`src/rtl/core/bps_pkg.sv`:
```
// Package with the types and constants of the bit packer with byte stuffing.
`default_nettype none

package bps_pkg;

	// Field widths.
	localparam int unsigned BitsW  = 16;
	localparam int unsigned CountW = 5;
	localparam int unsigned ByteW  = 8;
	localparam int unsigned PendW  = 7;
	localparam int unsigned PcntW  = 3;
	// Work accumulator: seven pending bits plus up to 24 new bits.
	localparam int unsigned AccW   = 31;
	localparam int unsigned WidthW = 5;

	// Stream packing widths.
	localparam int unsigned InDataW  = 24;
	localparam int unsigned OutDataW = 8;

	// Largest number of bits one put may append.
	localparam logic [CountW-1:0] MaxCount = 5'd24;
	// A byte of all ones is followed by a stuffed zero byte.
	localparam logic [ByteW-1:0] StuffMark = 8'hFF;
	localparam logic [ByteW-1:0] StuffByte = 8'h00;

	// Item kinds carried on the input side-band.
	localparam logic OpPut   = 1'b0;
	localparam logic OpFlush = 1'b1;

	// Commands from the controller to the datapath.
	typedef struct packed {
		logic load;        // take the input word into the accumulator
		logic push_data;   // send the top byte of the accumulator
		logic push_stuff;  // send the stuffed zero byte
	} bps_cmd_t;

	// Status from the datapath to the controller.
	typedef struct packed {
		logic have_byte;   // at least eight bits remain in the accumulator
		logic is_ff;       // the top byte is the stuffing mark
		logic last_byte;   // fewer than sixteen bits remain
		logic slot_free;   // the output register can take a word this cycle
	} bps_status_t;

endpackage

`default_nettype wire

```
`src/rtl/core/bit_packer_byte_stuffing.sv`:
```
// Top level of the bit packer with byte stuffing.
// Each input word either appends the low bit_count bits of bits (count saturated at 24,
// most significant bit first) or, with tuser set, flushes the pending bits padded with
// zeros to a byte. Every complete byte leaves on the output stream; a 0xFF byte is
// always followed by a stuffed 0x00 byte, and tlast marks the final byte caused by
// an input word. One word is processed at a time: the word is accepted in the idle
// state, then the output register is loaded with one byte per cycle while the output
// side does not stall, giving B output bytes (0 to 5) per item. The byte sequencer and
// the single output register set this pace.
`default_nettype none

module bit_packer_byte_stuffing
	import bps_pkg::*;
(
	input  wire logic                clk,
	input  wire logic                arst_n,
	input  wire logic                s_tvalid,
	output logic                     s_tready,
	input  wire logic [InDataW-1:0]  s_tdata,   // [15:0] bits, [20:16] bit_count, zero pad
	input  wire logic                s_tuser,   // op: 0 append, 1 flush
	output logic                     m_tvalid,
	input  wire logic                m_tready,
	output logic [OutDataW-1:0]      m_tdata,   // [7:0] out_byte
	output logic                     m_tlast
);

	bps_cmd_t    cmd;
	bps_status_t status;

	// Controller.
	bps_ctrl u_ctrl (
		.clk      (clk),
		.arst_n   (arst_n),
		.in_valid (s_tvalid),
		.in_ready (s_tready),
		.status   (status),
		.cmd      (cmd)
	);

	// Datapath.
	bps_dp u_dp (
		.clk       (clk),
		.arst_n    (arst_n),
		.cmd       (cmd),
		.status    (status),
		.in_op     (s_tuser),
		.in_bits   (s_tdata[BitsW-1:0]),
		.in_count  (s_tdata[BitsW+CountW-1:BitsW]),
		.out_valid (m_tvalid),
		.out_ready (m_tready),
		.out_byte  (m_tdata),
		.out_last  (m_tlast)
	);

endmodule

`default_nettype wire

```
`src/rtl/core/bps_ctrl.sv`:
```
// Controller state machine of the bit packer: accepts items and sequences byte output.
`default_nettype none

module bps_ctrl
	import bps_pkg::*;
(
	input  wire logic        clk,
	input  wire logic        arst_n,
	input  wire logic        in_valid,
	output logic             in_ready,
	input  wire bps_status_t status,
	output bps_cmd_t         cmd
);

	localparam logic [1:0] StIdle  = 2'd0;
	localparam logic [1:0] StEmit  = 2'd1;
	localparam logic [1:0] StStuff = 2'd2;

	logic [1:0] state_q;
	logic [1:0] state_d;

	assign in_ready = (state_q == StIdle);

	// Next state and datapath commands.
	always_comb begin
		state_d = state_q;
		cmd = '0;
		unique case (state_q)
			StIdle: begin
				if (in_valid) begin
					cmd.load = 1'b1;
					state_d = StEmit;
				end
			end
			StEmit: begin
				if (!status.have_byte) begin
					state_d = StIdle;
				end else if (status.slot_free) begin
					cmd.push_data = 1'b1;
					if (status.is_ff) begin
						state_d = StStuff;
					end else if (status.last_byte) begin
						state_d = StIdle;
					end
				end
			end
			StStuff: begin
				if (status.slot_free) begin
					cmd.push_stuff = 1'b1;
					state_d = status.last_byte ? StIdle : StEmit;
				end
			end
			default: begin
				state_d = StIdle;
			end
		endcase
	end

	// State register.
	always_ff @(posedge clk or negedge arst_n) begin
		if (!arst_n) begin
			state_q <= StIdle;
		end else begin
			state_q <= state_d;
		end
	end

endmodule

`default_nettype wire

```
`src/rtl/core/bps_dp.sv`:
```
// Datapath of the bit packer: pending bit store, accumulator and output register.
`default_nettype none

module bps_dp
	import bps_pkg::*;
(
	input  wire logic              clk,
	input  wire logic              arst_n,
	input  wire bps_cmd_t          cmd,
	output bps_status_t            status,
	input  wire logic              in_op,
	input  wire logic [BitsW-1:0]  in_bits,
	input  wire logic [CountW-1:0] in_count,
	output logic                   out_valid,
	input  wire logic              out_ready,
	output logic [ByteW-1:0]       out_byte,
	output logic                   out_last
);

	logic [PendW-1:0]  pend_q;
	logic [PcntW-1:0]  pcnt_q;
	logic [AccW-1:0]   acc_q;
	logic [WidthW-1:0] width_q;
	logic              ovalid_q;
	logic [ByteW-1:0]  obyte_q;
	logic              olast_q;

	logic [CountW-1:0] n_sat;
	logic [AccW-1:0]   put_acc;
	logic [WidthW-1:0] put_width;
	logic [PendW-1:0]  put_pend;
	logic [ByteW-1:0]  flush_byte;
	logic [WidthW-1:0] rem_width;
	logic [ByteW-1:0]  top_byte;
	logic [AccW-1:0]   top_shift;

	// Append: shift the pending bits up and merge the masked new value.
	always_comb begin
		n_sat = (in_count > MaxCount) ? MaxCount : in_count;
		put_acc = ({{(AccW-PendW){1'b0}}, pend_q} << n_sat)
			| ({{(AccW-BitsW){1'b0}}, in_bits} & ~({AccW{1'b1}} << n_sat));
		put_width = {{(WidthW-PcntW){1'b0}}, pcnt_q} + n_sat;
		put_pend = put_acc[PendW-1:0] & ~({PendW{1'b1}} << put_width[PcntW-1:0]);
	end

	// Flush: left-align the pending bits in a byte and pad with zeros.
	assign flush_byte = ByteW'({1'b0, pend_q} << (4'd8 - {1'b0, pcnt_q}));

	// Top byte of the remaining bits.
	always_comb begin
		rem_width = width_q - WidthW'(ByteW);
		top_shift = acc_q >> rem_width;
		top_byte = top_shift[ByteW-1:0];
	end

	assign status.have_byte = (width_q >= WidthW'(ByteW));
	assign status.is_ff     = (top_byte == StuffMark);
	assign status.last_byte = (width_q < WidthW'(2 * ByteW));
	assign status.slot_free = !ovalid_q || out_ready;

	// Pending store and bit count of the item at work.
	always_ff @(posedge clk or negedge arst_n) begin
		if (!arst_n) begin
			pend_q  <= '0;
			pcnt_q  <= '0;
			width_q <= '0;
		end else if (cmd.load) begin
			if (in_op == OpFlush) begin
				pend_q  <= '0;
				pcnt_q  <= '0;
				width_q <= (pcnt_q != '0) ? WidthW'(ByteW) : '0;
			end else if (n_sat == '0) begin
				width_q <= '0;
			end else begin
				pend_q  <= put_pend;
				pcnt_q  <= put_width[PcntW-1:0];
				width_q <= put_width;
			end
		end else if (cmd.push_stuff || (cmd.push_data && !status.is_ff)) begin
			width_q <= rem_width;
		end
	end

	// Accumulator contents need no reset.
	always_ff @(posedge clk) begin
		if (cmd.load) begin
			if (in_op == OpFlush) begin
				acc_q <= {{(AccW-ByteW){1'b0}}, flush_byte};
			end else begin
				acc_q <= put_acc;
			end
		end
	end

	// Output register valid flag.
	always_ff @(posedge clk or negedge arst_n) begin
		if (!arst_n) begin
			ovalid_q <= 1'b0;
		end else if (cmd.push_data || cmd.push_stuff) begin
			ovalid_q <= 1'b1;
		end else if (out_ready) begin
			ovalid_q <= 1'b0;
		end
	end

	// Output word payload.
	always_ff @(posedge clk) begin
		if (cmd.push_data) begin
			obyte_q <= top_byte;
			olast_q <= !status.is_ff && status.last_byte;
		end else if (cmd.push_stuff) begin
			obyte_q <= StuffByte;
			olast_q <= status.last_byte;
		end
	end

	assign out_valid = ovalid_q;
	assign out_byte  = obyte_q;
	assign out_last  = olast_q;

endmodule

`default_nettype wire

```
`config.mk`:
```
export PLATFORM = sky130hd
export DESIGN_NAME = bit_packer_byte_stuffing
export DESIGN_NICKNAME = d
export VERILOG_FILES = /design/src/rtl/core/bps_pkg.sv /design/src/rtl/core/bit_packer_byte_stuffing.sv /design/src/rtl/core/bps_ctrl.sv /design/src/rtl/core/bps_dp.sv
export SDC_FILE = /design/constraint.sdc
export NUM_CORES = 1
export LEC_CHECK = 0
export ABC_CLOCK_PERIOD_IN_PS = 3400
export BUFFER_PORTS_ARGS = -buffer_cell sky130_fd_sc_hd__clkbuf_2
export CAP_MARGIN = 15
export CORE_MARGIN = 5
export CORE_UTILIZATION = 60
export CTS_BUF_LIST = sky130_fd_sc_hd__clkbuf_4
export CTS_CLUSTER_DIAMETER = 30
export CTS_CLUSTER_SIZE = 16
export DETAILED_ROUTE_END_ITERATION = 16
export GPL_TIMING_DRIVEN = 0
export PLACE_DENSITY = 0.8
export SYNTH_ARGS = -nofsm -noshare
export SYNTH_HDL_FRONTEND = slang
export SYNTH_SLANG_ARGS = --single-unit
export TNS_END_PERCENT = 10
```
`constraint.sdc`:
```
create_clock -name clk -period 3.4 [get_ports clk]
set_clock_uncertainty 0.2 [all_clocks]
set_input_delay 0.34 -clock clk [delete_from_list [all_inputs] [get_ports clk]]
set_output_delay 0.34 -clock clk [all_outputs]
set_load 0.01 [all_outputs]
```
== After elaboration in Yosys (flattened, before gate mapping) ==
Index checks and enable logic that the tools add are counted.

* Input bits: 29
* Bits in read-only memories: 0
* Bits in latches: 0
* Bits in registers: 58
* Output and inout bits: 11
* Logic and storage cells: 79
* Memory bits (writable): 0
* Memories kept: 0

* Equality and inequality tests: 8
* Div/mod/pow operators: 0
* Shift operators: 5
* Magnitude comparators: 3
* Add/subtract/negate cells: 3
* Mux-type cells: 31
* $mul: 0
* Reductions and logical operators: 15
* Bitwise logic cells: 5

{| class="wikitable"
|+ Operator list
! kind !! number
|-
| 16-bit by 31-bit AND with 31-bit output || 1
|-
| 31-bit inverter || 1
|-
| 31-bit bitwise OR || 1
|-
| 31-bit by 5-bit << shifter with 31-bit output, first input constant || 1
|-
| 7-bit by 5-bit << shifter with 31-bit output || 1
|-
| 31-bit by 5-bit >> shifter with 8-bit output || 1
|-
| 5-bit two-way mux || 5
|-
| 8-bit two-way mux || 3
|-
| 7-bit two-way mux || 2
|-
| 2-bit two-way mux || 6
|-
| 1-bit two-way mux || 11
|-
| 8-bit == test, second input constant || 1
|-
| 7-bit by 4-bit << shifter with 8-bit output || 1
|-
| 7-bit AND || 1
|-
| 7-bit inverter || 1
|-
| 7-bit by 3-bit << shifter with 7-bit output, first input constant || 1
|-
| 3-bit two-way mux || 2
|-
| 2-bit inequality test, second input constant || 3
|-
| 2-bit case mux with 3 select lines || 1
|-
| 2-bit nonzero test || 3
|-
| 3-bit by 5-bit adder with 5-bit output || 1
|-
| 5-bit by 4-bit greater-or-equal comparator with 1-bit output, second input constant || 1
|-
| 5-bit > comparator, second input constant || 1
|-
| 5-bit logical NOT || 1
|-
| other kinds (15) || 19
|}

== Logic depth before layout (Yosys ltp) ==
Gate-level depths: netlist (run 1).

* Depth after elaboration: 9
* Mapped depth: 13
* Gate-level depth less buffers: 12

== Modules after synthesis ==
Synthesis (run 1) repeated with hierarchy kept, for this count alone.

* Cell total of the unflattened synthesis: 503
* Area total of the unflattened synthesis: 4839.6 µm²

{| class="wikitable"
|+ Modules (own cells, without submodules)
! module !! sequential area each (µm²) !! cells an instance !! instances !! area each (µm²)
|-
| bps_dp || 1601.5 || 491 || 1 || 4714.5
|-
| bps_ctrl || 50.0 || 12 || 1 || 125.1
|}

== Worst setup path after synthesis (run 1) ==
Ideal clock, no wire load.

* Path type: reg-to-reg
* From: reg u_dp.width_q[3]
* To: reg u_dp.olast_q, in the netlist u_dp.out_last, data pin
* Clock period less this slack: 2.893 ns
* Setup time: 0.255 ns
* Buffers on the path: 2
* Arrival: 2.438 ns
* Data required time: 2.945 ns
* Cell stages (with the launch flop): 12
* Path slack: 0.507 ns
* Cell sequence: dfrtp_1 > buf_2 > inv_2 > ha_1 > clkbuf_1 > mux4_2 > o22ai_2 > nor2_2 > nor4_4 > nand3_2 > nor2_1 > nor2_1

* Word-level cells in the longest chain between the ends: 6
* Elaborated cells between the ends (all ways): 11
* Those cells by class: 1 x add/sub; 2 x order compare; 1 x eq/ne; 1 x shift; 4 x mux; 2 x reduce/logical

{| class="wikitable"
|+ RTL lines
! element !! line !! text
|-
| start: declaration || bps_dp.sv:23 || <nowiki>logic [WidthW-1:0] width_q;</nowiki>
|-
| start signal: assignment || bps_dp.sv:71 || <nowiki>width_q <= (pcnt_q != '0) ? WidthW'(ByteW) : '0;</nowiki>
|-
| start signal: assignment || bps_dp.sv:77 || <nowiki>width_q <= put_width;</nowiki>
|-
| start signal: assignment || bps_dp.sv:80 || <nowiki>width_q <= rem_width;</nowiki>
|-
| 5-bit by 4-bit subtractor with 5-bit output || bps_dp.sv:51 || <nowiki>rem_width = width_q - WidthW'(ByteW);</nowiki>
|-
| 31-bit by 5-bit >> shifter with 8-bit output || bps_dp.sv:52 || <nowiki>top_shift = acc_q >> rem_width;</nowiki>
|-
| 8-bit == test || bps_dp.sv:57 || <nowiki>assign status.is_ff = (top_byte == StuffMark);</nowiki>
|-
| 1-bit logical NOT || bps_dp.sv:110 || <nowiki>olast_q <= !status.is_ff && status.last_byte;</nowiki>
|-
| 1-bit logical AND || bps_dp.sv:110 ||
|-
| 1-bit two-way mux * || bps_dp.sv:108 || <nowiki>if (cmd.push_data) begin</nowiki>
|-
| end signal: assignment || bps_dp.sv:110 ||
|-
| end signal: assignment || bps_dp.sv:113 || <nowiki>olast_q <= status.last_byte;</nowiki>
|-
| end: declaration || bps_dp.sv:26 || <nowiki>logic olast_q;</nowiki>
|}

Mark *: on every way between the ends. The rest lies on a longest branch, timed or not. The select of a mux whose other input is x is not followed.
A chain may end at the register's enable or synchronous reset.

== Final worst setup path (run 1) ==
* From: reg u_dp.width_q[3]
* To: reg u_dp.width_q[4]

* Word-level cells in the longest chain between the ends: 7
* Elaborated cells between the ends (all ways): 12
* Those cells by class: 1 x add/sub; 1 x order compare; 1 x eq/ne; 1 x shift; 4 x mux; 4 x reduce/logical

{| class="wikitable"
|+ RTL lines
! element !! line !! text
|-
| 5-bit by 4-bit subtractor with 5-bit output || bps_dp.sv:51 ||
|-
| 31-bit by 5-bit >> shifter with 8-bit output || bps_dp.sv:52 ||
|-
| 8-bit == test || bps_dp.sv:57 ||
|-
| 1-bit logical NOT || bps_dp.sv:79 || <nowiki>end else if (cmd.push_stuff || (cmd.push_data && !status.is_ff)) begin</nowiki>
|-
| 1-bit logical AND || bps_dp.sv:79 ||
|-
| 1-bit logical OR || bps_dp.sv:79 ||
|-
| 2-bit nonzero test (no source line) || n/a ||
|}

Parallel ways exist; a longest one is shown, timed or not. The select of a mux whose other input is x is not followed.

==> results of run 1 <==
## tightest hold or removal path, delay by kind of cell
| kind | cells | cell delay, ns |
|---|---|---|
| AND/OR/NAND/NOR | 2 | 0.30 |
| buffers and inverters | 1 | 0.07 |
## synth_stat cells (11+ instances only)
cell / count
a21oi_1: 24
clkbuf_1: 25
nor2_1: 61
nand2_1: 58
nand2b_1: 18
inv_1: 12
nor2b_1: 15
nor3_1: 13
mux2i_1: 54
mux2_2: 11
o21ai_0: 19
edfxtp_1: 40
dfrtp_1: 18
mux4_2: 21
## worst max path at each step
stage	cells after the start	startpoint	slack [ns]	endpoint
after floorplan	11	u_dp.width_q[3]	0.51	u_dp.out_last
after global placement	12	u_dp.width_q[3]	0.07	u_ctrl.state_q[0]
after detailed placement	12	u_dp.width_q[3]	0.08	u_dp.width_q[4]
after CTS	12	u_dp.width_q[3]	0.06	u_dp.width_q[4]
after global routing	10	u_dp.width_q[3]	0.02	u_ctrl.state_q[0]
final	10	u_dp.width_q[3]	0.20	u_dp.width_q[4]
## sequential cells by signal (all words and copies together) (netlist names)
signal / flops
u_dp.acc_q: 31
u_dp.out_byte: 8
u_dp.pend_q: 7
u_dp.width_q: 5
u_dp.pcnt_q: 3
u_ctrl.state_q: 2
u_dp.out_last: 1
u_dp.out_valid: 1
## timing repair
action,in CTS,in global routing
hold buffers,1,0
gates resized for setup,0,2
setup endpoints to repair,0,5
hold endpoints to repair,18,0
## cell type report
| class | instances | area [µm²] | area share, % |
|---|---|---|---|
| clock inverter | 7 | 101 | 1.87 |
| sequential | 58 | 1650 | 30.5 |
| buffer | 39 | 200 | 3.69 |
| timing repair buffer | 34 | 175 | 3.23 |
| tap | 105 | 131 | 2.42 |
| multi-input combinational | 407 | 3040 | 56.0 |
| clock buffer | 9 | 67.6 | 1.25 |
| inverter | 15 | 56.3 | 1.04 |
## metal layers
| metal | global-route usage (%) | vias up | share of wire, % |
|---|---|---|---|
| li1 | - | 2040 | - |
| met1 | 36.4 | 2080 | 40 |
| met2 | 47.1 | 257 | 49 |
| met3 | 4.29 | 46 | 7.2 |
| met4 | 13.9 | 0 | 4.0 |
| met5 | 0 | - | 0 |
## power breakdown
| part | internal (µW) | leakage, µW | switching [µW] | total (µW) |
|---|---|---|---|---|
| Combinational | 1240 | 0.00133 | 1760 | 2990 |
| Sequential | 1030 | 0.000626 | 169 | 1200 |
| Clock | 304 | 0.0000831 | 290 | 594 |
| Total | 2570 | 0.00204 | 2220 | 4790 |
## through the flow
stage	setup WS, ns	hold slack, ns	power [µW]
final	0.200	0.128	4790
after global routing	0.0238	0.124	5080
after CTS	0.0575	0.0869	4740
after detailed placement	0.0786	0.110	4140
after global placement	0.0663	0.104	4090
after floorplan	0.507	-0.156	3430
## logic make-up (layout without fill, tap and decap cells)
kind of cell / Yosys count / count (layout) / synth area share, %
buffers and inverters: 55 / 104 / 5.23
xor gates and xnor gates: 3 / 3 / 0.531
DFF: 58 / 58 / 33.4
adders and majority gates: 9 / 9 / 2.43
muxes: 88 / 88 / 24.0
AOI/OAI and AO/OA: 116 / 116 / 15.9
and+or+nand+nor: 191 / 191 / 18.5
==> reports/metrics.yaml, run 1 <==
synth_area_mm2: 0.00495
clk_pin_slew_ns: 0.12
die_x_um: 101
max_stage_delay_ns: 0.54
final_util_pct: 66.7
cp_num_buf_inv: 2
tightest_slew_ns: 0.761
num_vias: 4423
synth-main-ff-cell: "edfxtp_1"
clockBufferDepth: 2
track_usage_pct: 28.5
required_ns: 3.54
num_rows: 33
nets: 602
num_io_pins: 40
layout_common_cells: "nor2_1, nand2_1, mux2i_1, edfxtp_1, clkbuf_2"
leakagePower_uw: 0.00204
avgSynthCellArea_um2: 9.52
grt_pass1_wl_um: 22500
dieArea_mm2: 0.0102
synthTopCellsByArea: "edfxtp_1, mux2i_1, mux4_2"
synth_edf_count: 40
async_reset_ff_share_pct: 31.0
route.detailed.drc: 0
setup-tns-final_ns: 0
via_per_inst: 6.56
syn2layout_area_growth_pct: 9.56
dr.pass1.iters: 5
min_period_ns: 3.20
wl_per_cell_um: 20.5
antenna_found_initial: 0
drt_iter0_markers: 319
reg2reg_to: "u_dp.width_q[4]"
ys_seq_area_share_pct: 33.4
cts_tree: "yes"
wl_um: 13800
start_kind: "flop"
crit_fanout: 10
min_path_cells: 3
setup_viol: 0
reg2regPathDepth: 10
numPlacedInstances: 658
antennaDiodeCount: 0
cap_viol_max_count: 0
stdcell_area_mm2: 0.00542
first_global_vias: 4396
grt_max_degree: 41
ys_types: 68
initial_utilization_pct: 60.9
antenna_left: 0
slew_violations: 0
cts_num_sinks: 58
postPlaceCellArea_mm2: 0.00525
cts_root_buffer: "clkbuf_4"
fill_cells: 644
slowest_stage: "mux4_2"
htree_levels: 3
design.core.area_mm2: 0.00813
yosys.area.top_type: "edfxtp_1"
r2r_start: "u_dp.width_q[3]"
ys_seq_elements: 58
ir_drop_mv: 0.360
path_class: "flop to flop"
rsz0062_at_grt: "false"
clock_latency_ns: 0.41
r2r_slack_ns: 0.20
hp-class: "primary input to flop"
grt_overflow_total: 0
relSlewSlack_pct: 49.2
io_buffers: 33
yosysTopAreaCellShare_pct: 24.3
syn_nets: 558
drive_above_1_share_pct: 19.2
dieHeight_um: 101
final_common_cell: "nor2_1"
ys_warn_count: 0
cp.arrival_ns: 3.34
power.density_mw_per_mm2: 883
status: "completed"
synthCells: 520
finalCritPeriodShare_pct: 94.1
cts_buffers: 9
holdPathEnd: "u_dp.out_valid"
endpoint_kind: "flop"
cts_setup_buffers: 0
hold_viol_final: 0
hpwl_um: 10700
min_from: "m_tready"
gp_congestion: 1.04
stdcell_count: 674
cp_top_family: "multiplexers"
crit_chain: "buf_2 -> inv_2 -> ha_1 -> mux4_2 -> nor2_1 -> nor2_2 -> nor4_4 -> a31oi_1 -> nor3_2 -> mux2i_1"
timing.fmax_ghz: 0.313
Note: power is estimated with default switching activity, not from simulation.
==> run 2, diff against run 1 <==
Settings changed: RECOVER_POWER set to 50.
==> run 2 against run 1 <==
Against the previous run: clock-buffer cell count unchanged; cell count unchanged; sequential cell count unchanged; setup slack improved by 0.012 ns; critical path depth unchanged; sequential power about the same; utilization decreased by 0.18 points.
==> reports/metrics.yaml, run 2 (same netlist as run 1, synthesis figures left out) <==
max_stage_delay_ns: 0.54  # about the same
layout_common_cells: "nor2_1, nand2_1, mux2i_1, edfxtp_1, clkbuf_1"  # was nor2_1, nand2_1, mux2i_1, edfxtp_1, clkbuf_2
grt_overflow_total: 0  # unchanged
clk_pin_slew_ns: 0.13  # was 0.12 ns
clock_latency_ns: 0.42  # was 0.41 ns
min_period_ns: 3.19  # was 3.20 ns
critPathLaunch: "u_dp.width_q[3]"  # unchanged
cap_viol_max_count: 0  # unchanged
nets: 602  # unchanged
path_class: "flop to flop"  # unchanged
finalCritPeriodShare_pct: 93.7  # was 94.1%
io_buffers: 33  # unchanged
die_x_um: 101  # unchanged
stdcell_count: 674  # unchanged
holdWs_ns: 0.123  # was 0.128 ns
htree_levels: 3  # unchanged
reg2reg_to: "u_dp.width_q[4]"  # unchanged
syn2layout_area_growth_pct: 9.25  # was 9.56%
cp_top_family: "multiplexers"  # unchanged
crit_fanout: 10  # unchanged
tightest_slew_ns: 1.00  # was 0.761 ns
via_per_inst: 6.64  # was 6.56
track_usage_pct: 28.5  # unchanged
num_vias: 4478  # was 4423
hpwl_um: 10700  # unchanged
min_path_cells: 3  # unchanged
design.core.area_mm2: 0.00813  # unchanged
hp-class: "primary input to flop"  # unchanged
route.detailed.drc: 0  # unchanged
initial_utilization_pct: 60.9  # unchanged
gp_congestion: 1.04  # unchanged
relSlewSlack_pct: 33.1  # was 49.2%
grt_pass1_wl_um: 22500  # unchanged
ir_drop_mv: 0.361  # was 0.360 mV
cts_tree: "yes"  # unchanged
final_common_cell: "nor2_1"  # unchanged
crit_chain: "buf_2 -> inv_2 -> ha_1 -> mux4_2 -> nor2_1 -> nor2_2 -> nor4_4 -> a31oi_1 -> nor3_2 -> mux2i_1"  # unchanged
wl_um: 13800  # about the same
setup_viol: 0  # unchanged
r2r_slack_ns: 0.21  # was 0.20 ns
cp_num_buf_inv: 2  # unchanged
first_global_vias: 4396  # unchanged
power.density_mw_per_mm2: 883  # about the same
timing.fmax_ghz: 0.314  # was 0.313 GHz
numPlacedInstances: 658  # unchanged
slew_violations: 0  # unchanged
largest_reg_flops: 31  # unchanged
antenna_found_initial: 0  # unchanged
num_io_pins: 40  # unchanged
grt_max_degree: 41  # unchanged
reg2regPathDepth: 10  # unchanged
largest-register: "u_dp.acc_q"  # unchanged
antennaDiodeCount: 0  # unchanged
holdPathEnd: "u_dp.out_valid"  # unchanged
clockBufferDepth: 2  # unchanged
drt_iter0_markers: 279  # was 319
min_from: "m_tready"  # unchanged
cts_root_buffer: "clkbuf_4"  # unchanged
cts_num_sinks: 58  # unchanged
drive_above_1_share_pct: 16.9  # was 19.2%
dieHeight_um: 101  # unchanged
setup-tns-final_ns: 0  # unchanged
endpoint_kind: "flop"  # unchanged
leakagePower_uw: 0.00200  # was 0.00204 µW
required_ns: 3.55  # was 3.54 ns
slowest_stage: "mux4_2"  # unchanged
start_kind: "flop"  # unchanged
rsz0062_at_grt: "false"  # unchanged
num_rows: 33  # unchanged
r2r_start: "u_dp.width_q[3]"  # unchanged
cp.arrival_ns: 3.34  # about the same
antenna_left: 0  # unchanged
wl_per_cell_um: 20.5  # about the same
dr.pass1.iters: 7  # was 5
status: "completed"  # unchanged
dieArea_mm2: 0.0102  # unchanged
cts_buffers: 9  # unchanged
hold_viol_final: 0  # unchanged
## run 2: cell count changes in the layout (fill, tap and decap cells not counted)
cell	previous run	this run
clkbuf_1	23	36
clkbuf_2	34	22
buf_1	2	1
inv_1	12	13
inv_2	3	2
## run 2: timing repair
action                     4_1_cts  5_1_grt
gates resized for setup          0        2
hold endpoints to repair        18        0
setup endpoints to repair        0        5
hold buffers                     1        0
buffers inserted                 0        0
## run 2: worst reg2reg max path: cells and delay by family, from the launching register on
kind / cells / cell delay, ns
DFF: 1 / 0.38
muxes: 2 / 0.74
AOI/OAI and AO/OA: 1 / 0.14
buffers and inverters: 2 / 0.44
adders and majority gates: 1 / 0.51
and+or+nand+nor: 4 / 0.70
## run 2: per-stage QoR
| stage | setup slack, ns | area, µm² | power [µW] | util, % |
|---|---|---|---|---|
| final | 0.213 | 5410 | 4780 | 66.5 |
| after CTS | 0.0575 | 5430 | 4740 | 66.7 |
| after global placement | 0.0663 | 5250 | 4090 | 64.5 |
| after detailed placement | 0.0786 | 5250 | 4140 | 64.5 |
| after floorplan | 0.507 | 4950 | 3430 | - |
| after global routing | 0.0238 | 5410 | 5070 | 66.5 |
## run 2: power by group
part           total [µW]  internal [µW]  switching, µW
clock                 597            304            293
combinational        2980           1220           1760
sequential           1200           1030            168
## run 2: layout make-up
cell class | instances | area [µm²]
Multi-Input combinational cell | 407 | 3040
Fill cell | 649 | 2730
Inverter | 15 | 56.3
Buffer | 39 | 200
Sequential cell | 58 | 1650
Tap cell | 105 | 131
Clock inverter | 7 | 101
Clock buffer | 9 | 67.6
Timing Repair Buffer | 34 | 160
## run 2: metal layers
metal	part of all wire [%]	vias up	global-route usage [%]
li1	-	2037	-
met1	40	2090	36.4
met2	48	294	47.1
met3	7.5	57	4.29
met4	4.5	0	13.9
met5	0	-	0
## run 2: worst max-delay path by stage
stage          slack [ns]  cells past startpoint                 to
2_1_floorplan        0.51                     11      u_dp.out_last
3_3_place_gp         0.07                     12  u_ctrl.state_q[0]
3_5_place_dp         0.08                     12    u_dp.width_q[4]
4_1_cts              0.06                     12    u_dp.width_q[4]
5_1_grt              0.02                     10  u_ctrl.state_q[0]
6_report             0.21                     10    u_dp.width_q[4]
